--- config.mk ---
export PLATFORM = sky130hd
export DESIGN_NAME = fnvht_front
export DESIGN_NICKNAME = d
export VERILOG_FILES = /design/src/rtl/fnvht_pkg.sv /design/src/rtl/fnvht_front.sv
export SDC_FILE = /design/constraint.sdc
export NUM_CORES = 1
export LEC_CHECK = 0
export BUFFER_PORTS_ARGS = -buffer_cell sky130_fd_sc_hd__buf_2
export CAP_MARGIN = 20
export CORE_AREA = 5 5 118 120
export CTS_BUF_LIST = sky130_fd_sc_hd__clkbuf_16
export CTS_CLUSTER_DIAMETER = 30
export CTS_CLUSTER_SIZE = 25
export DETAILED_ROUTE_END_ITERATION = 16
export DIE_AREA = 0 0 123 125
export PLACE_DENSITY = 0.8
export RECOVER_POWER = 100
export SLEW_MARGIN = 20
export SYNTH_ARGS = -nofsm -noshare
export SYNTH_HDL_FRONTEND = slang
export SYNTH_SLANG_ARGS = --single-unit
--- constraint.sdc ---
create_clock -name clk_i -period 10.1 [get_ports clk_i]
set_clock_uncertainty 0.05 [all_clocks]
set_input_delay 2.02 -clock clk_i [delete_from_list [all_inputs] [get_ports clk_i]]
set_output_delay 2.02 -clock clk_i [all_outputs]
set_load 0.02 [all_outputs]
--- src/rtl/fnvht_pkg.sv ---
package fnvht_pkg;

  // Table geometry; TABLE_SLOTS must be a power of two so the home slot is a bit-slice
  localparam int TABLE_SLOTS   = 64;
  localparam int SLOT_W        = $clog2(TABLE_SLOTS);
  localparam int CNT_W         = SLOT_W + 1;
  localparam int MAX_KEY_BYTES = 8;

  localparam int KEY_W   = 64;
  localparam int LEN_W   = 4;
  localparam int DATA_W  = 64;
  localparam int OP_W    = 2;
  localparam int STAT_W  = 2;
  localparam int LIMIT_W = 6;
  localparam int HASH_W  = 32;
  localparam int BYTE_IDX_W = (MAX_KEY_BYTES > 1) ? $clog2(MAX_KEY_BYTES) : 1;

  localparam logic [HASH_W-1:0] FNV_BASIS = 32'd2166136261;
  localparam logic [HASH_W-1:0] FNV_PRIME = 32'd16777619;

  localparam logic [LIMIT_W-1:0] LIMIT_RESET = 6'd48;

  // Slot RAM word for the key side: {length, key}
  localparam int SLOT_KEY_W = LEN_W + KEY_W;

  localparam int QUEUE_DEPTH = 2;
  localparam int QPTR_W      = 1;
  localparam int QCNT_W      = 2;

  localparam int PADDR_W = 3;
  localparam int PDATA_W = 32;

  typedef enum logic [OP_W-1:0] {
    REQ_GET    = 2'd0,
    REQ_DEFINE = 2'd1,
    REQ_ASSIGN = 2'd2
  } req_e;

  typedef enum logic [STAT_W-1:0] {
    ST_OK        = 2'd0,
    ST_NOT_FOUND = 2'd1,
    ST_FULL      = 2'd2
  } status_e;

  typedef enum logic [0:0] {
    REG_ENTRY_LIMIT = 1'b0
  } reg_index_e;

  typedef enum logic [0:0] {
    F_IDLE,
    F_HASH
  } front_state_e;

  typedef enum logic [0:0] {
    B_IDLE,
    B_PROBE
  } back_state_e;

  // Classified request, as handed from the front end to the probe engine
  typedef struct packed {
    logic [OP_W-1:0]   op;
    logic [KEY_W-1:0]  key;
    logic [LEN_W-1:0]  len;
    logic [DATA_W-1:0] data;
    logic [SLOT_W-1:0] home;
  } item_t;

  typedef struct packed {
    logic full;
    logic empty;
  } q_status_t;

endpackage

--- src/rtl/fnvht_front.sv ---
module fnvht_front import fnvht_pkg::*; (
  input  logic              clk_i,
  input  logic              rst_ni,
  input  logic              in_valid_i,
  output logic              in_stall_o,
  input  logic [OP_W-1:0]   req_type_i,
  input  logic [KEY_W-1:0]  key_bytes_i,
  input  logic [LEN_W-1:0]  key_length_i,
  input  logic [DATA_W-1:0] data_in_i,
  output logic              push_o,
  output item_t             item_o,
  input  q_status_t         q_status_i
);

  front_state_e state_q, state_d;

  logic [OP_W-1:0]   op_q;
  logic [KEY_W-1:0]  key_q, key_d;
  logic [LEN_W-1:0]  len_q, len_d;
  logic [DATA_W-1:0] data_q;
  logic [LEN_W-1:0]  cnt_q, cnt_d;
  logic [HASH_W-1:0] hash_q, hash_d;
  logic [7:0]        cur_byte;
  logic              accept;

  assign in_stall_o = (state_q != F_IDLE);
  assign accept     = in_valid_i && (state_q == F_IDLE);

  // Saturate the length and zero the bytes past it
  always_comb begin
    len_d = (key_length_i > LEN_W'(MAX_KEY_BYTES)) ? LEN_W'(MAX_KEY_BYTES) : key_length_i;
    key_d = '0;
    for (int b = 0; b < MAX_KEY_BYTES; b++) begin
      if (LEN_W'(b) < len_d) begin
        key_d[8*b +: 8] = key_bytes_i[8*b +: 8];
      end
    end
  end

  assign cur_byte = key_q[8*cnt_q[BYTE_IDX_W-1:0] +: 8];

  always_comb begin
    state_d = state_q;
    cnt_d   = cnt_q;
    hash_d  = hash_q;
    push_o  = 1'b0;
    case (state_q)
      F_IDLE: begin
        if (in_valid_i) begin
          cnt_d   = '0;
          hash_d  = FNV_BASIS;
          state_d = F_HASH;
        end
      end
      F_HASH: begin
        if (cnt_q == len_q) begin
          // hash complete: hand off once the queue has room
          if (!q_status_i.full) begin
            push_o  = 1'b1;
            state_d = F_IDLE;
          end
        end else begin
          hash_d = HASH_W'((hash_q ^ {24'b0, cur_byte}) * FNV_PRIME);
          cnt_d  = cnt_q + 1'b1;
        end
      end
      default: state_d = F_IDLE;
    endcase
  end

  always_ff @(posedge clk_i or negedge rst_ni) begin
    if (!rst_ni) begin
      state_q <= F_IDLE;
    end else begin
      state_q <= state_d;
    end
  end

  always_ff @(posedge clk_i) begin
    cnt_q  <= cnt_d;
    hash_q <= hash_d;
    if (accept) begin
      op_q   <= req_type_i;
      key_q  <= key_d;
      len_q  <= len_d;
      data_q <= data_in_i;
    end
  end

  assign item_o.op   = op_q;
  assign item_o.key  = key_q;
  assign item_o.len  = len_q;
  assign item_o.data = data_q;
  assign item_o.home = hash_q[SLOT_W-1:0];

endmodule

# ---- Yosys cells after proc, flatten, opt, wreduce, memory -nomap -nowiden
# Cells that the tools add are included.
dict set report totals {
  elab_cells 47
  reg_bits 171
  inputBits 139
}
dict set report classes {
  eq_ne 3
  shifts 1
  muxes 14
  bitwise_logic 2
  add_sub_neg 1
  order_cmp 9
  reduce_logical 2
  multipliers 1
}
# operator n
set ops {}
lappend ops {{$mux W32} 2}
lappend ops {{$pmux W32 S2} 1}
lappend ops {{$shiftx A64 B7 Y8} 1}
lappend ops {{$mul A32 B25 Y32 const B} 1}
lappend ops {{$xor A32 B8 Y32} 1}
lappend ops {{$lt A3 B4 Y1 const A} 4}
lappend ops {{$mux W4} 3}
lappend ops {{$lt A1 B4 Y1 const A} 2}
lappend ops {{$lt A2 B4 Y1 const A} 2}
lappend ops {{$pmux W4 S2} 1}
lappend ops {{$mux W1} 6}
lappend ops {{$add A4 B1 Y4 const B} 1}
lappend ops {{$eq A4 B4 Y1} 1}
lappend ops {{$gt A4 B4 Y1 const B} 1}
lappend ops {{$ne A2 B2 Y1 const B} 2}
lappend ops {{$pmux W1 S2} 1}
lappend ops {{$reduce_and A2 Y1} 1}
lappend ops {{$logic_and A1 B1 Y1} 1}
lappend ops {{$not A1 Y1} 1}

# ---- Logic depth before layout (Yosys ltp)
dict set report logic_depth {
  word_depth 5
  ltp_mapped 15
  mapped_depth_nobuf 14
}

# ---- Worst setup path before layout
# No wires, ideal clock.
dict set report synth_timing {
  kind {input port to flip-flop}
  start {in in_valid_i}
  end {reg data_q[0], enable pin}
  arrival_ps 7824
  slack_ps 1584
  n_path_buf 0
  path_stages 1
  t_required_ps 9408
  cell_sequence {nor2b_1}
}
dict set report synth_between {
  elab_chain_len 1
}
# item line_no
set synth_lines {}
lappend synth_lines {{start: declaration} fnvht_front.sv:4} ;# input logic in_valid_i,
lappend synth_lines {{$logic_and A1 B1 Y1} fnvht_front.sv:27} ;# assign accept = in_valid_i && (state_q == F_IDLE);
lappend synth_lines {{end signal: assignment} fnvht_front.sv:86} ;# data_q <= data_in_i;
lappend synth_lines {{end: declaration} fnvht_front.sv:20} ;# logic [DATA_W-1:0] data_q;
# No other way between the ends.
# A chain may end at the register's enable or synchronous reset.

# ---- Worst setup path after layout
dict set report layout_timing {
  start {in in_valid_i}
  end {reg key_q[32], enable pin}
}
dict set report layout_between {
  elab_chain_len 1
}
# item line_no
set layout_lines {}
lappend layout_lines {{$logic_and A1 B1 Y1} fnvht_front.sv:27}
lappend layout_lines {{named net accept} fnvht_front.sv:24} ;# logic accept;
lappend layout_lines {{end signal: assignment} fnvht_front.sv:84} ;# key_q <= key_d;
lappend layout_lines {{end: declaration} fnvht_front.sv:18} ;# logic [KEY_W-1:0] key_q, key_d;
# The timed path passes the listed nets, and every way through them passes these cells.

==> flow_summary.toml <==
[run_status]
outcome = "complete, but fails checks"
violations = "max-capacitance violations, max-slew violations"

[run]
drv_cap = 1

[drt]
vias = 3705
drt_iter0_markers = 221
route.detailed.drc = 0
drt_pre_antenna_iters = 4
wl_um = 15500
ant_nets = 0
wire_per_inst_um = 19.7
viasPerCell = 4.68

[sta]
slew_violations = 66
slew-limit-headroom_pct = -127
layout_min_cycle_time_ns = 5.73
hold_viol = 0
setup_tns_ns = 0
min_period_over_period_pct = 56.7
setup_viol = 0
rsz0062_at_grt = "no"
worst_slew_pin_slew_ns = 3.41
fmax_ghz = 0.175

[global_routing]
grt_pass1_vias = 4111
grt_pass1_wl_um = 22900
grt_start_max_net_pins = 71
antenna_found_initial = 0
grt_usage_pct = 20.4
grt_overflow = 0

[clock_tree]
clk_pin_slew_ns = 0.06
clock_path_buffers = 2
clock_sinks = 145
clk_latency_ns = 0.41
clock-root-buffer = "clkbuf_16"
cts_hold_buf = 0
cts-htree-levels = 4
post-cts-setup-buffer-count = 0
cts_buffers = 17
cts_tree = "done"
cts_resized = 0

[die]
ios = 281
start_util_pct = 44.4
core.rowCount = 42
core-area_um2 = 12900
die_y_um = 125
die_w_um = 123
die_area_um2 = 15400

[place]
gp_congestion = 0.804
place_inst = 759
hpwl_um = 12000
numPortBuffers = 279
place_area_um2 = 7310

[layout]
nets = 751
antennaDiodeCount = 0
syn_to_final_growth_pct = 33.9
fillers = 1060
drive_above_1_share_pct = 28.1
layout.cells.non_filler = 791
fin_area_um2 = 7640
fin_util_pct = 59.4

[yosys]
synth.area.top_cells = "edfxtp_1 76%, nor2b_1 6.7%, mux2i_1 2.6%"
ys_seq_area_share_pct = 76.2
synth-main-ff-cell = "edfxtp_1"
synth_top_area_share_pct = 75.7
syn_nets = 458
yosysWarnings = 0
async_flop_share_pct = 0.690
synth_common_cells = "144 x edfxtp_1, 61 x nor2b_1, 15 x mux2i_1"
synth_edf_count = 144
synth_cells = 309
synth_area_leader_cell = "edfxtp_1"
syn_area_per_cell_um2 = 18.5
synth.cell_area_um2 = 5710
yosys.cell_count.top_type = "edfxtp_1"
synth-seq-cells = 145
synth_cell_types = 35

[critical_path]
critPathRequiredTime_ns = 10.08
crit_fanout = 70
critPathLaunchType = "input port"
slowest_delay_ns = 2.39
crit_chain = "buf_2 > nor2b_1 > clkbuf_1 > buf_4"
arrival_ns = 5.71
critPathSlowestCell = "clkbuf_1"
crit_type = "in -> reg"
end_kind = "flop"

[power]
peakVddDrop_mv = 0.253
powerDensity_nw_per_um2 = 293
leakagePower_uw = 0.00287

[hold_path]
hold_path.class = "reg -> reg"
[worst paths after layout]
kind | start | endpoint | slack [ns] | depth (start not counted)
setup / recovery | in_valid_i | key_q[32]$_SDFFCE_PP0P_ | 4.37 | 4
hold / removal | len_q[1]$_DFFE_PP_ | in_stall_o$_DFF_PN0_ | 0.66 | 4
setup reg to reg | cnt_q[1]$_SDFFCE_PN0P_ | hash_q[5]$_SDFFCE_PN0P_ | 5.35 | 14
hold reg to reg | len_q[1]$_DFFE_PP_ | in_stall_o$_DFF_PN0_ | 0.66 | 4
max in group asynchronous | rst_ni | in_stall_o$_DFF_PN0_ | 8.60 | 1
min in group asynchronous | rst_ni | in_stall_o$_DFF_PN0_ | 1.32 | 1
[cell families after synthesis]
family                   synth area share [%]
flip-flops                               76.2
buffers and inverters                    1.29
XOR/XNOR                                 3.26
multiplexers                             6.11
AND/OR/NAND/NOR                          10.1
AO/OA/AOI/OAI                           0.723
adder cells (fa/ha/maj)                  2.32
[report_power, final]
group          internal (uW)  switching, uW  leakage, uW
sequential               800           80.5      0.00133
combinational            394            385      0.00127
clock                    321            257     0.000264
[registers in the layout, indices dropped and copies added (netlist names)]
signal and count:
cnt_q 4, data_q 64, hash_q 6, in_stall_o 1, key_q 64, len_q 4
op_q 2
[layout make-up]
| class | count | area, um^2 | area share (%) |
|---|---|---|---|
| well taps | 176 | 220 | 2.88 |
| flip-flops and latches | 145 | 4350 | 56.9 |
| clock buffers | 17 | 425 | 5.56 |
| multi-input cells | 152 | 1280 | 16.8 |
| repair buffers | 284 | 1240 | 16.2 |
| inverters | 2 | 7.51 | 0.0982 |
| clock inverters | 15 | 123 | 1.60 |
[critical path, delay by kind of cell]
kind	cells	cell delay [ns]
buffers and inverters	3	3.49
and+or+nand+nor	1	0.12
[per-stage QoR]
step | hold WS (ns) | total power, uW | worst slack, ns
after floorplan | 0.622 | 1510 | 1.58
after global placement | 0.626 | 1660 | 5.32
after detailed placement | 0.625 | 1700 | 5.29
after CTS | 0.652 | 2270 | 5.29
after global routing | 0.704 | 2380 | 4.06
final | 0.656 | 2240 | 4.37
[placed cells by master (no fill, tap or decap), types with 2 or more instances in the layout]
cell / synthesis / routed
a31oi_1: 2 / 2
and2_0: 0 / 12
and2_1: 14 / 2
buf_2: 2 / 135
clkbuf_1: 5 / 148
clkbuf_16: 0 / 17
clkinv_2: 0 / 2
clkinv_4: 0 / 2
clkinvlp_4: 0 / 3
edfxtp_1: 144 / 144
ha_1: 9 / 9
inv_1: 2 / 2
inv_6: 0 / 7
mux2_2: 2 / 2
mux2i_1: 15 / 15
mux4_1: 5 / 5
mux4_2: 2 / 2
nand3_1: 2 / 2
nor2_1: 6 / 6
nor2b_1: 61 / 61
nor3_1: 2 / 2
nor3b_1: 2 / 2
nor4_1: 1 / 2
xnor2_1: 7 / 7
xor2_1: 9 / 9
[metal layers]
layer	global-route usage, %	share of wire (%)	up-vias
met1	21.5	34	1770
met4	7.23	2.3	0
met2	37.0	55	168
li1	-	-	1742
met3	7.50	8.5	25
met5	0	0	-
(Power assumes the default switching activity.)
