<file path="config.mk">
export PLATFORM = sky130hd
export DESIGN_NAME = fnvht_queue
export DESIGN_NICKNAME = d
export VERILOG_FILES = /design/src/rtl/fnvht_pkg.sv /design/src/rtl/fnvht_queue.sv
export SDC_FILE = /design/constraint.sdc
export NUM_CORES = 1
export LEC_CHECK = 0
export ABC_AREA = 1
export ABC_CLOCK_PERIOD_IN_PS = 9580
export BUFFER_PORTS_ARGS = -buffer_cell sky130_fd_sc_hd__buf_4
export CAP_MARGIN = 20
export CORE_AREA = 2 2 148 150
export CTS_CLUSTER_SIZE = 30
export DETAILED_ROUTE_END_ITERATION = 10
export DIE_AREA = 0 0 150 152
export HOLD_SLACK_MARGIN = 0.12
export PLACE_DENSITY = 0.82
export SYNTH_ARGS = -nofsm -noshare
export SYNTH_HDL_FRONTEND = slang
export SYNTH_SLANG_ARGS = --single-unit
</file>
<file path="constraint.sdc">
create_clock -name clk_i -period 9.58 [get_ports clk_i]
set_input_delay 0.958 -clock clk_i [delete_from_list [all_inputs] [get_ports clk_i]]
set_output_delay 0.958 -clock clk_i [all_outputs]
set_load 0.02 [all_outputs]
</file>
<file path="src/rtl/fnvht_pkg.sv">
package fnvht_pkg;

  // Table geometry; TABLE_SLOTS must be a power of two so the home slot is a bit-slice
  localparam int TABLE_SLOTS   = 64;
  localparam int SLOT_W        = $clog2(TABLE_SLOTS);
  localparam int CNT_W         = SLOT_W + 1;
  localparam int MAX_KEY_BYTES = 8;

  localparam int KEY_W   = 64;
  localparam int LEN_W   = 4;
  localparam int DATA_W  = 64;
  localparam int OP_W    = 2;
  localparam int STAT_W  = 2;
  localparam int LIMIT_W = 6;
  localparam int HASH_W  = 32;
  localparam int BYTE_IDX_W = (MAX_KEY_BYTES > 1) ? $clog2(MAX_KEY_BYTES) : 1;

  localparam logic [HASH_W-1:0] FNV_BASIS = 32'd2166136261;
  localparam logic [HASH_W-1:0] FNV_PRIME = 32'd16777619;

  localparam logic [LIMIT_W-1:0] LIMIT_RESET = 6'd48;

  // Slot RAM word for the key side: {length, key}
  localparam int SLOT_KEY_W = LEN_W + KEY_W;

  localparam int QUEUE_DEPTH = 2;
  localparam int QPTR_W      = 1;
  localparam int QCNT_W      = 2;

  localparam int PADDR_W = 3;
  localparam int PDATA_W = 32;

  typedef enum logic [OP_W-1:0] {
    REQ_GET    = 2'd0,
    REQ_DEFINE = 2'd1,
    REQ_ASSIGN = 2'd2
  } req_e;

  typedef enum logic [STAT_W-1:0] {
    ST_OK        = 2'd0,
    ST_NOT_FOUND = 2'd1,
    ST_FULL      = 2'd2
  } status_e;

  typedef enum logic [0:0] {
    REG_ENTRY_LIMIT = 1'b0
  } reg_index_e;

  typedef enum logic [0:0] {
    F_IDLE,
    F_HASH
  } front_state_e;

  typedef enum logic [0:0] {
    B_IDLE,
    B_PROBE
  } back_state_e;

  // Classified request, as handed from the front end to the probe engine
  typedef struct packed {
    logic [OP_W-1:0]   op;
    logic [KEY_W-1:0]  key;
    logic [LEN_W-1:0]  len;
    logic [DATA_W-1:0] data;
    logic [SLOT_W-1:0] home;
  } item_t;

  typedef struct packed {
    logic full;
    logic empty;
  } q_status_t;

endpackage

</file>
<file path="src/rtl/fnvht_queue.sv">
module fnvht_queue import fnvht_pkg::*; (
  input  logic      clk_i,
  input  logic      rst_ni,
  input  logic      push_i,
  input  item_t     item_i,
  input  logic      pop_i,
  output item_t     head_o,
  output q_status_t status_o
);

  item_t              entry_q [QUEUE_DEPTH];
  logic [QPTR_W-1:0]  wr_ptr_q, rd_ptr_q;
  logic [QCNT_W-1:0]  cnt_q;
  logic               do_push, do_pop;

  assign status_o.full  = (cnt_q == QCNT_W'(QUEUE_DEPTH));
  assign status_o.empty = (cnt_q == '0);
  assign do_push = push_i && !status_o.full;
  assign do_pop  = pop_i && !status_o.empty;
  assign head_o  = entry_q[rd_ptr_q];

  always_ff @(posedge clk_i or negedge rst_ni) begin
    if (!rst_ni) begin
      wr_ptr_q <= '0;
      rd_ptr_q <= '0;
      cnt_q    <= '0;
    end else begin
      if (do_push) begin
        wr_ptr_q <= wr_ptr_q + 1'b1;
      end
      if (do_pop) begin
        rd_ptr_q <= rd_ptr_q + 1'b1;
      end
      if (do_push && !do_pop) begin
        cnt_q <= cnt_q + 1'b1;
      end else if (do_pop && !do_push) begin
        cnt_q <= cnt_q - 1'b1;
      end
    end
  end

  always_ff @(posedge clk_i) begin
    if (do_push) begin
      entry_q[wr_ptr_q] <= item_i;
    end
  end

endmodule

</file>
# After elaboration in Yosys (flattened, before gate mapping)
# Memories as Yosys holds them, arrays and structs flattened.
# Cells that the tools add are included.
# word_totals
reg_bits,4
latchBits,0
ramBits,280
mem_bits_ro,0
input_bits,144
out_inout_bits,142
memories,1
# classes
add_sub_neg,4
mul,0
div_mod_pow,0
magnitude_cmp,0
n_eq_ne,1
shift,0
mux,4
bitwise_logic,0
n_reduce_logical,10
# memory_table
memory,depth,width,rd,rd_ports_with_merged_regs,wr,line,rtl
entry_q,2,140,1,0,1,fnvht_queue.sv:11,item_t entry_q [QUEUE_DEPTH];
# ops
op,count
logical AND 1 bit,4
zero test 1 bit,4
2-to-1 mux 2 bit,2
adder 1 bit (second input constant),2
adder 2 x 1 -> 2 bit (second input constant),1
equality test 2 bit (second input constant),1
zero test 2 bit,1
2-to-1 mux 1 bit,2
nonzero test 2 bit,1
subtractor 2 x 1 -> 2 bit (second input constant),1

# Depth between registers and ports, before layout
# Gate-level depths: netlist of the first run.
# depth
depth_word,7
depth_mapped,9
mapped_depth_nobuf,9

# Worst setup path after synthesis of the first run
# OpenSTA, ideal clock, no wires.
# synth_timing
path_kind,input to register
from,input port push_i
to,memory entry_q[1][0] in the netlist's numbering (enable)
arrival_ps,6877
t_required_ps,8939
path_slack_ps,2061
path_stages,2
n_path_buf,0
path_cell_list,o21ai_0 -> nor2_1
# synth_between
elab_chain_len,3
# synth_rtl
element,line,rtl
"start, declared",fnvht_queue.sv:4,"input logic push_i,"
logical AND 1 bit,fnvht_queue.sv:18,assign do_push = push_i && !status_o.full;
2-to-1 mux 1 bit,fnvht_queue.sv:43,if (do_push) begin
2-to-1 mux 1 bit (implied by the code),fnvht_queue.sv:44,entry_q[wr_ptr_q] <= item_i;
"end, declared",fnvht_queue.sv:11,
# No other way between the ends.

==> out/qor.yml, run 1 <==
routing:
  drt-vias-per-instance: 4.86
  avgRoutedWirePerCell_um: 16.4
  wl_um: 22200
  drtAntennaViolNets: 0
  route.detailed.drc: 0
  vias: 6580
  drtIter0Drc: 430
  first_pass_iters: 5
clock_tree:
  numCtsBuffers: 29
  h-tree-depth: 1
  clk_pin_slew_ns: 0.06
  post_cts_resized: 0
  cts_hold_buffers: 0
  post_cts_buffers: 0
  clk_latency_ns: 0.53
  cts_root_buffer: "clkbuf_16"
  cts_tree: "built"
  clock_path_buffers: 3
  clock-sinks: 284
worst_setup_path:
  setup.worst_path.class: "reg -> out"
  crit_path_start_kind: "flop"
  crit_path_end_kind: "output pin"
  required_ns: 8.62
  reg2reg_slack_ns: 6.91
  r2r-end: "entry_q[0][124]$_DFFE_PP_"
  crit_arrival_ns: 3.12
  crit_family: "buffers and inverters"
  cpPeakStageDelay_ns: 0.75
  slowest_stage: "dfrtp_4"
  crit_buf_inv: 3
  rr_worst_depth: 6
  path_cells: "inv_4 > buf_4 > nand2_1 > nand2_1 > buf_4"
  cp_max_fo: 73
  worstReg2RegStart: "cnt_q[1]$_DFFE_PN0P_"
logic_synthesis:
  synth-seq-cells: 284
  synthCells: 763
  yosysUniqueCellTypes: 15
  syn_area_um2: 10500
  synth-seq-area-share: 0.813
  yosysWarnings: 0
  syn-num-nets: 908
  syn_avg_cell_area_um2: 13.7
layout:
  stdcell_area_um2: 13600
  regArea_um2: 8510
  synthToLayoutAreaGrowth_pct: 30.4
  num-fill-cells: 1526
  nets: 1198
  drive_gt1_frac: 0.309
  multi_input_area_um2: 1680
  antenna-diode-count: 0
sta:
  min_period_ns: 4.08
  grt_setup_unrepaired: "false"
  fmax_mhz: 245
  tns_ns: 0
  slew_viol_final: 0
  relSlewSlack: 0.315
  tightest_slew_ns: 1.03
  finalSetupViolCount: 0
  hold_viol_final: 0
  period_share: 0.426
  fin_skew_ns: 0.00668
placement:
  portBuffers: 285
  place.detailed.hpwl_um: 14600
  gp_congestion: 0.804
  placed_area_um2: 12800
power_and_ir_drop:
  static-leakage-power_nw: 5.81
  power_density_nw_per_um2: 328
  vdd_drop_max_v: 0.000181
global_route:
  antenna_found_initial: 1
  grt_overflow: 0
  grt_pass1_vias: 6553
  grt_pass1_wl_um: 33900
  grt_max_degree: 77
  grt_use_total: 0.190
die:
  die_h_um: 152
  core-area_um2: 21400
  die_area_um2: 22800
  rows: 54
  io_pins: 286
  die_w_um: 150
  initial_core_util: 0.490
worst_hold_path:
  hold_path_class: "in -> async"
outcome:
  status: "finished, final reports clean"
job:
  drv_cap: 0
## flip-flops by register name (all words and copies together), names as in the netlist
register and cells:
entry_q 280, wr_ptr_q 1, cnt_q 2, rd_ptr_q 1
## power breakdown
group / switching, W / internal, W / leakage [nW]
combinational: 0.00107 / 0.000571 / 2.73
clock: 0.000428 / 0.000603 / 0.430
sequential: 0.000109 / 0.00170 / 2.65
## worst max path at each step
| stage | start | end | slack, ns | cells after the start |
|---|---|---|---|---|
| finish | rd_ptr_q$_DFFE_PN0P_ | head_o[69] | 5.50 | 5 |
| floorplan | push_i | entry_q[1][0]$_DFFE_PP_ | 2.06 | 2 |
| CTS | rd_ptr_q$_DFFE_PN0P_ | head_o[75] | 5.42 | 5 |
| global route | rd_ptr_q$_DFFE_PN0P_ | head_o[110] | 5.23 | 5 |
| detailed placement | rd_ptr_q$_DFFE_PN0P_ | head_o[75] | 6.00 | 5 |
| global placement | rd_ptr_q$_DFFE_PN0P_ | head_o[69] | 6.00 | 5 |
## through the flow
step                hold slack, ns  total power [W]  setup WS (ns)  utilization  cells
global placement             0.465          0.00346           6.00        0.598   1302
finish                       0.216          0.00448           5.50        0.639   1354
global route                 0.188          0.00470           5.23        0.639   1354
floorplan                    0.449          0.00284           2.06            -    763
detailed placement           0.484          0.00349           6.00        0.598   1302
CTS                          0.192          0.00453           5.42        0.639   1354
## cell usage after synthesis (all sizes together)
master | n | area (um2)
nand2 | 429 | 1610
edfxtp | 280 | 8410
buf | 31 | 245
inv | 8 | 32.5
dfrtp | 4 | 100
nor2 | 4 | 15.0
o21ai | 2 | 10.0
ha | 1 | 12.5
nand3 | 1 | 5.00
nand3b | 1 | 7.51
nand4 | 1 | 6.26
xnor2 | 1 | 8.76
## cell families after synthesis
group	after synthesis	synth area share
fa+ha+maj	1	0.00120
buf+inv	39	0.0266
simple gates	436	0.157
xor+xnor	1	0.000837
compound gates	2	0.000957
flops	284	0.813
## layer usage
layer	track usage	share of wire
met5	0	0.00059
met4	0.0975	0.053
met3	0.0348	0.059
met2	0.328	0.52
met1	0.226	0.37
## layout make-up
class                      count  area share
clock buffer                  33      0.0543
clock inverter                19      0.0102
inverter                       8     0.00275
multi-input combinational    440       0.123
sequential                   284       0.624
tap                          280      0.0257
timing repair buffer         290       0.160
## placed cells by master, fill, tap and decap left out, types with 2 or more instances in the layout
master / n
edfxtp_1: 280
clkinv_1: 10
dfrtp_1: 3
inv_6: 2
nor2_1: 3
clkbuf_1: 4
buf_4: 290
clkinv_2: 5
inv_1: 6
clkbuf_16: 29
o21ai_0: 2
nand2_1: 429
bufinv_16: 2
Power figures use the tool's default switching activity.
==> run 2, diff against run 1 <==
ABC_AREA = 0   (was 1)
ABC_CLOCK_PERIOD_IN_PS = 3810   (was 9580)
CORE_AREA = 2 2 150 152   (was 2 2 148 150)
DIE_AREA = 0 0 152 154   (was 0 0 150 152)
PLACE_DENSITY = 0.81   (was 0.82)
clock period = 3.81 ns   (was 9.58 ns; I/O delays follow)
==> out/qor.yml, run 2 <==
clock_tree:
  clk_latency_ns: 0.52
  clk_pin_slew_ns: 0.06
  cts_root_buffer: "clkbuf_16"
  clock-sinks: 284
  clock_path_buffers: 3
  h-tree-depth: 1
  cts_tree: "built"
  post_cts_resized: 0
  numCtsBuffers: 28
routing:
  route.detailed.drc: 0
  drt-vias-per-instance: 4.91
  first_pass_iters: 4
  avgRoutedWirePerCell_um: 19.1
  drtAntennaViolNets: 0
  vias: 5915
  drtIter0Drc: 346
  wl_um: 23000
placement:
  place.detailed.hpwl_um: 13600
  placed_area_um2: 13100
  portBuffers: 285
  gp_congestion: 0.777
worst_hold_path:
  hold_path_class: "in -> async"
layout:
  stdcell_area_um2: 15400
  largest_reg_flops: 280
  top_register: "entry_q"
  drive_gt1_frac: 0.512
  nets: 1046
  final_common_cell: "buf_4"
  reg_top3: "entry_q (280), cnt_q (2)"
  synthToLayoutAreaGrowth_pct: 44.6
  multi_input_area_um2: 2020
  regArea_um2: 8510
  final_cell_mix: "buf_4 (288), edfxtp_1 (280), dlygate4sd3_1 (141), mux2_4 (90), mux2_2 (50)"
  num-fill-cells: 1257
sta:
  fmax_mhz: 421
  tns_ns: 0
  hold_viol_final: 0
  slew_viol_final: 0
  relSlewSlack: 0.354
  finalSetupViolCount: 0
  tightest_slew_ns: 0.968
  min_period_ns: 2.37
  grt_setup_unrepaired: "false"
  period_share: 0.623
  fin_skew_ns: 0.0151
power_and_ir_drop:
  total_power_w: 0.0115
  vdd_drop_max_v: 0.000560
  power_density_nw_per_um2: 748
  static-leakage-power_nw: 6.08
logic_synthesis:
  syn_avg_cell_area_um2: 23.5
  yosysUniqueCellTypes: 16
  synth_area_leaders: "edfxtp_1 (79%), mux2_4 (13%), mux2_2 (5.3%)"
  yosysMostFrequentCell: "edfxtp_1"
  synth.top_cell.area_share: 0.788
  synth_edf_count: 280
  yosysWarnings: 0
  syn_area_um2: 10700
  synthCells: 455
  yosysTopAreaCell: "edfxtp_1"
  synthTopCellsByCount: "edfxtp_1 (280), mux2_4 (90), mux2_2 (50), buf_6 (10), buf_2 (5)"
  syn-num-nets: 600
  synth-seq-area-share: 0.797
  postSynth.asyncResetShare: 0.0141
  synth-seq-cells: 284
  synth_flop_cell: "edfxtp_1"
worst_setup_path:
  path_cells: "buf_12 > mux2_4 > buf_4"
  required_ns: 3.43
  crit_arrival_ns: 1.99
  slowest_stage: "dfrtp_4"
  crit_path_end_kind: "output pin"
  cp_max_fo: 76
  crit_family: "buffers and inverters"
  crit_path_start_kind: "flop"
  setup.worst_path.class: "reg -> out"
  cpPeakStageDelay_ns: 0.44
  crit_buf_inv: 2
die:
  rows: 54
  initial_core_util: 0.492
  core-area_um2: 21700
  die_area_um2: 23400
  die_h_um: 154
  io_pins: 286
  die_w_um: 152
outcome:
  status: "finished, final reports clean"
global_route:
  grt_use_total: 0.190
  grt_pass1_vias: 6554
  antenna_found_initial: 2
  grt_overflow: 0
  grt_max_degree: 77
  grt_pass1_wl_um: 35200
job:
  drv_cap: 0
-- run 2: cell count changes after synthesis, moves of 2 or more --
cell     delta
xor2_1      +2
buf_4      -11
mux2_2     +50
buf_2       -5
inv_1       -5
xnor2_1     +2
nand2_1   -428
mux2_4     +90
-- run 2: worst reg2reg max path, delay by kind of cell (launching register included) --
| family | cells | cell delay, ns |
|---|---|---|
| and+or+nand+nor | 3 | 0.46 |
| DFF | 1 | 0.45 |
| buffers and inverters | 1 | 0.74 |
-- run 2: kinds of logic (layout without fill, tap and decap cells) --
| logic type | count (synthesis) | count (layout) | share of synthesized area |
|---|---|---|---|
| other cells | 0 | 2 | 0 |
| compound gates | 1 | 1 | 0.000469 |
| fa+ha+maj | 1 | 1 | 0.00117 |
| flops | 284 | 284 | 0.797 |
| simple gates | 6 | 6 | 0.00258 |
| xor+xnor | 5 | 5 | 0.00410 |
| buf+inv | 18 | 486 | 0.0150 |
| mux | 140 | 140 | 0.179 |
-- run 2: what timing repair did --
item                                   in CTS  in global routing
hold buffers                              141                  0
endpoints found under the hold margin     284                  0
buffers inserted                            0                  0
-- run 2: area by class of cell --
type | count | share of cell area
Tap cell | 280 | 0.0227
Inverter | 2 | 0.000487
Clock buffer | 37 | 0.0490
Multi-Input combinational cell | 153 | 0.131
Clock inverter | 15 | 0.00949
Sequential cell | 284 | 0.552
Antenna cell | 2 | 0.000324
Timing Repair Buffer | 432 | 0.236
-- run 2: power by group --
part	switching (W)	internal (W)	total, W
Sequential	0.000197	0.00428	0.00448
Combinational	0.00231	0.00207	0.00438
Clock	0.00107	0.00159	0.00267
-- run 2: per-stage QoR --
stage,std cells,hold slack [ns],util,worst slack (ns)
2_1_floorplan,455,0.0854,-,0.639
3_3_place_gp,1010,0.178,0.604,1.85
3_5_place_dp,1010,0.182,0.604,1.75
4_1_cts,1203,0.172,0.711,1.39
5_1_grt,1205,0.181,0.711,1.35
6_report,1205,0.192,0.711,1.44
-- run 2: metal layers --
metal  global-route usage  vias up  part of all wire
li1                     -     2701                 -
met1                0.219     2906              0.37
met2                0.359      266              0.54
met3               0.0423       42             0.064
met4               0.0512        0             0.022
met5                    0        -                 0
-- run 2: worst paths after layout --
kind	startpoint	depth (start not counted)	slack [ns]	end
min reg2reg	wr_ptr_q$_DFFE_PN0P_	1	0.58	wr_ptr_q$_DFFE_PN0P_
max reg2reg	cnt_q[0]$_DFFE_PN0P_	4	1.73	entry_q[0][79]$_DFFE_PP_
max	rd_ptr_q$_DFFE_PN0P_	3	1.44	head_o[96]
min	rst_ni	2	0.19	cnt_q[1]$_DFFE_PN0P_
max in group asynchronous	rst_ni	2	3.50	rd_ptr_q$_DFFE_PN0P_
min in group clk_i	pop_i	3	0.24	rd_ptr_q$_DFFE_PN0P_
==> run 3, diff against run 2 <==
ABC_CLOCK_PERIOD_IN_PS = 2260   (was 3810)
clock period = 2.26 ns   (was 3.81 ns; I/O delays follow)
==> out/qor.yml, run 3 (synthesis gave the netlist of run 2 again) <==
global_route:
  grt_use_total: 0.186
  grt_overflow: 0
  antenna_found_initial: 2
  grt_max_degree: 81
  grt_pass1_vias: 6565
  grt_pass1_wl_um: 34700
worst_setup_path:
  required_ns: 2.03
  crit_path_end_kind: "output pin"
  crit_path_start_kind: "flop"
  r2r-end: "entry_q[0][83]$_DFFE_PP_"
  setup.worst_path.class: "reg -> out"
  reg2reg_slack_ns: 0.58
  worstReg2RegStart: "cnt_q[0]$_DFFE_PN0P_"
  cp_max_fo: 67
  crit_arrival_ns: 1.98
  rr_worst_depth: 4
routing:
  first_pass_iters: 5
  drtAntennaViolNets: 0
  avgRoutedWirePerCell_um: 18.6
  drtIter0Drc: 261
  drt-vias-per-instance: 4.88
  wl_met2_um: 11900
  dr.max_layer_used: "met4"
  vias: 5904
  wl_um: 22500
  drt-met1-wl_um: 8290
  route.detailed.drc: 0
  met3_length_um: 1580
worst_hold_path:
  holdCritStartpoint: "item_i[28]"
  hold-path-endpoint: "entry_q[0][28]$_DFFE_PP_"
  hold_path_class: "in -> reg"
  hold-path-cell-count: 2
layout:
  final_common_cell: "buf_4"
  multi_input_area_um2: 2030
  largest_reg_flops: 280
  drive_gt1_frac: 0.513
  final_cell_mix: "buf_4 (286), edfxtp_1 (280), dlygate4sd3_1 (144), mux2_4 (90), mux2_2 (50)"
  regArea_um2: 8510
  nets: 1051
  reg_top3: "entry_q (280), cnt_q (2)"
  synthToLayoutAreaGrowth_pct: 44.7
  top_register: "entry_q"
  num-fill-cells: 1238
  stdcell_area_um2: 15400
die:
  die_area_um2: 23400
  die_h_um: 154
  io_pins: 286
  rows: 54
  core-area_um2: 21700
  initial_core_util: 0.492
  die_w_um: 152
power_and_ir_drop:
  power_frac_seq: 0.394
  pwr-share-clk: 0.216
  static-leakage-power_nw: 6.09
  switching_share: 0.315
  power_density_nw_per_um2: 1240
  comb_power_share: 0.390
  total_power_w: 0.0191
  p_int_w: 0.0131
  vdd_drop_max_v: 0.00102
  p_sw_w: 0.00602
placement:
  place.detailed.hpwl_um: 13500
  gp_congestion: 0.724
  portBuffers: 285
  pre_cts_ws_ns: 0.594
  placed_area_um2: 13200
clock_tree:
  h-tree-depth: 1
  clk_latency_ns: 0.52
  clk_pin_slew_ns: 0.06
  clock-sinks: 284
  clock_path_buffers: 3
  cts_tree: "built"
  cts_root_buffer: "clkbuf_16"
  post_cts_buffers: 0
  numCtsBuffers: 29
sta:
  tightest_slew_ns: 0.483
  finalSetupViolCount: 0
  hold_viol_final: 0
  period_share: 0.974
  min_period_ns: 2.20
  tns_ns: 0
  slew_viol_final: 0
  relSlewSlack: 0.678
  fmax_mhz: 454
  fin_skew_ns: 0.00955
  layout_setup_ws_ns: 0.0590
job:
  drv_cap: 0
outcome:
  status: "finished, final reports clean"
==> run 3: repair_timing <==
action                                  in CTS  in global routing
endpoints found under the setup margin       0                  7
endpoints found under the hold margin      286                  0
resized for setup                            0                  1
hold buffers                               144                  0
==> run 3: routing by layer <==
metal	up-vias	GRT usage
li1	2710	-
met1	2879	0.208
met2	250	0.344
met3	65	0.0465
met4	0	0.0699
met5	-	0
==> run 3: critical path: stages, from the launching register on <==
cell and delay, ns:
dfrtp_4 0.46, buf_16 0.36, mux2_2 0.39, buf_4 0.16
==> run 3: how the worst max path moves through the flow <==
stage,start,to,cells past startpoint
detailed placement,rd_ptr_q$_DFFE_PN0P_,head_o[15],3
global route,rd_ptr_q$_DFFE_PN0P_,head_o[17],3
global placement,rd_ptr_q$_DFFE_PN0P_,head_o[17],3
floorplan,cnt_q[0]$_DFFE_PN0P_,entry_q[0][0]$_DFFE_PP_,3
CTS,rd_ptr_q$_DFFE_PN0P_,head_o[17],3
finish,rd_ptr_q$_DFFE_PN0P_,head_o[15],3
==> run 3: through the flow <==
stage,hold WS (ns),std cells,util
finish,0.429,1209,0.712
global route,0.422,1209,0.712
CTS,0.407,1207,0.712
detailed placement,0.0287,1011,0.607
global placement,0.0237,1011,0.607
floorplan,-0.0696,455,-
==> run 3: layout make-up <==
| cell class | instances | share of cell area |
|---|---|---|
| clock inverter | 21 | 0.00591 |
| clock buffer | 31 | 0.0475 |
| tap | 280 | 0.0227 |
| timing repair buffer | 436 | 0.241 |
| multi-input combinational | 153 | 0.131 |
| inverter | 2 | 0.000486 |
| antenna | 2 | 0.000324 |
| sequential | 284 | 0.551 |
==> run 3: power by group through the flow <==
stage / clock [W] / sequential, W / combinational (W)
global route: 0.00444 / 0.00764 / 0.00783
finish: 0.00413 / 0.00754 / 0.00745
detailed placement: 0 / 0.00763 / 0.00725
global placement: 0 / 0.00755 / 0.00711
floorplan: 0 / 0.00758 / 0.00475
CTS: 0.00422 / 0.00753 / 0.00748
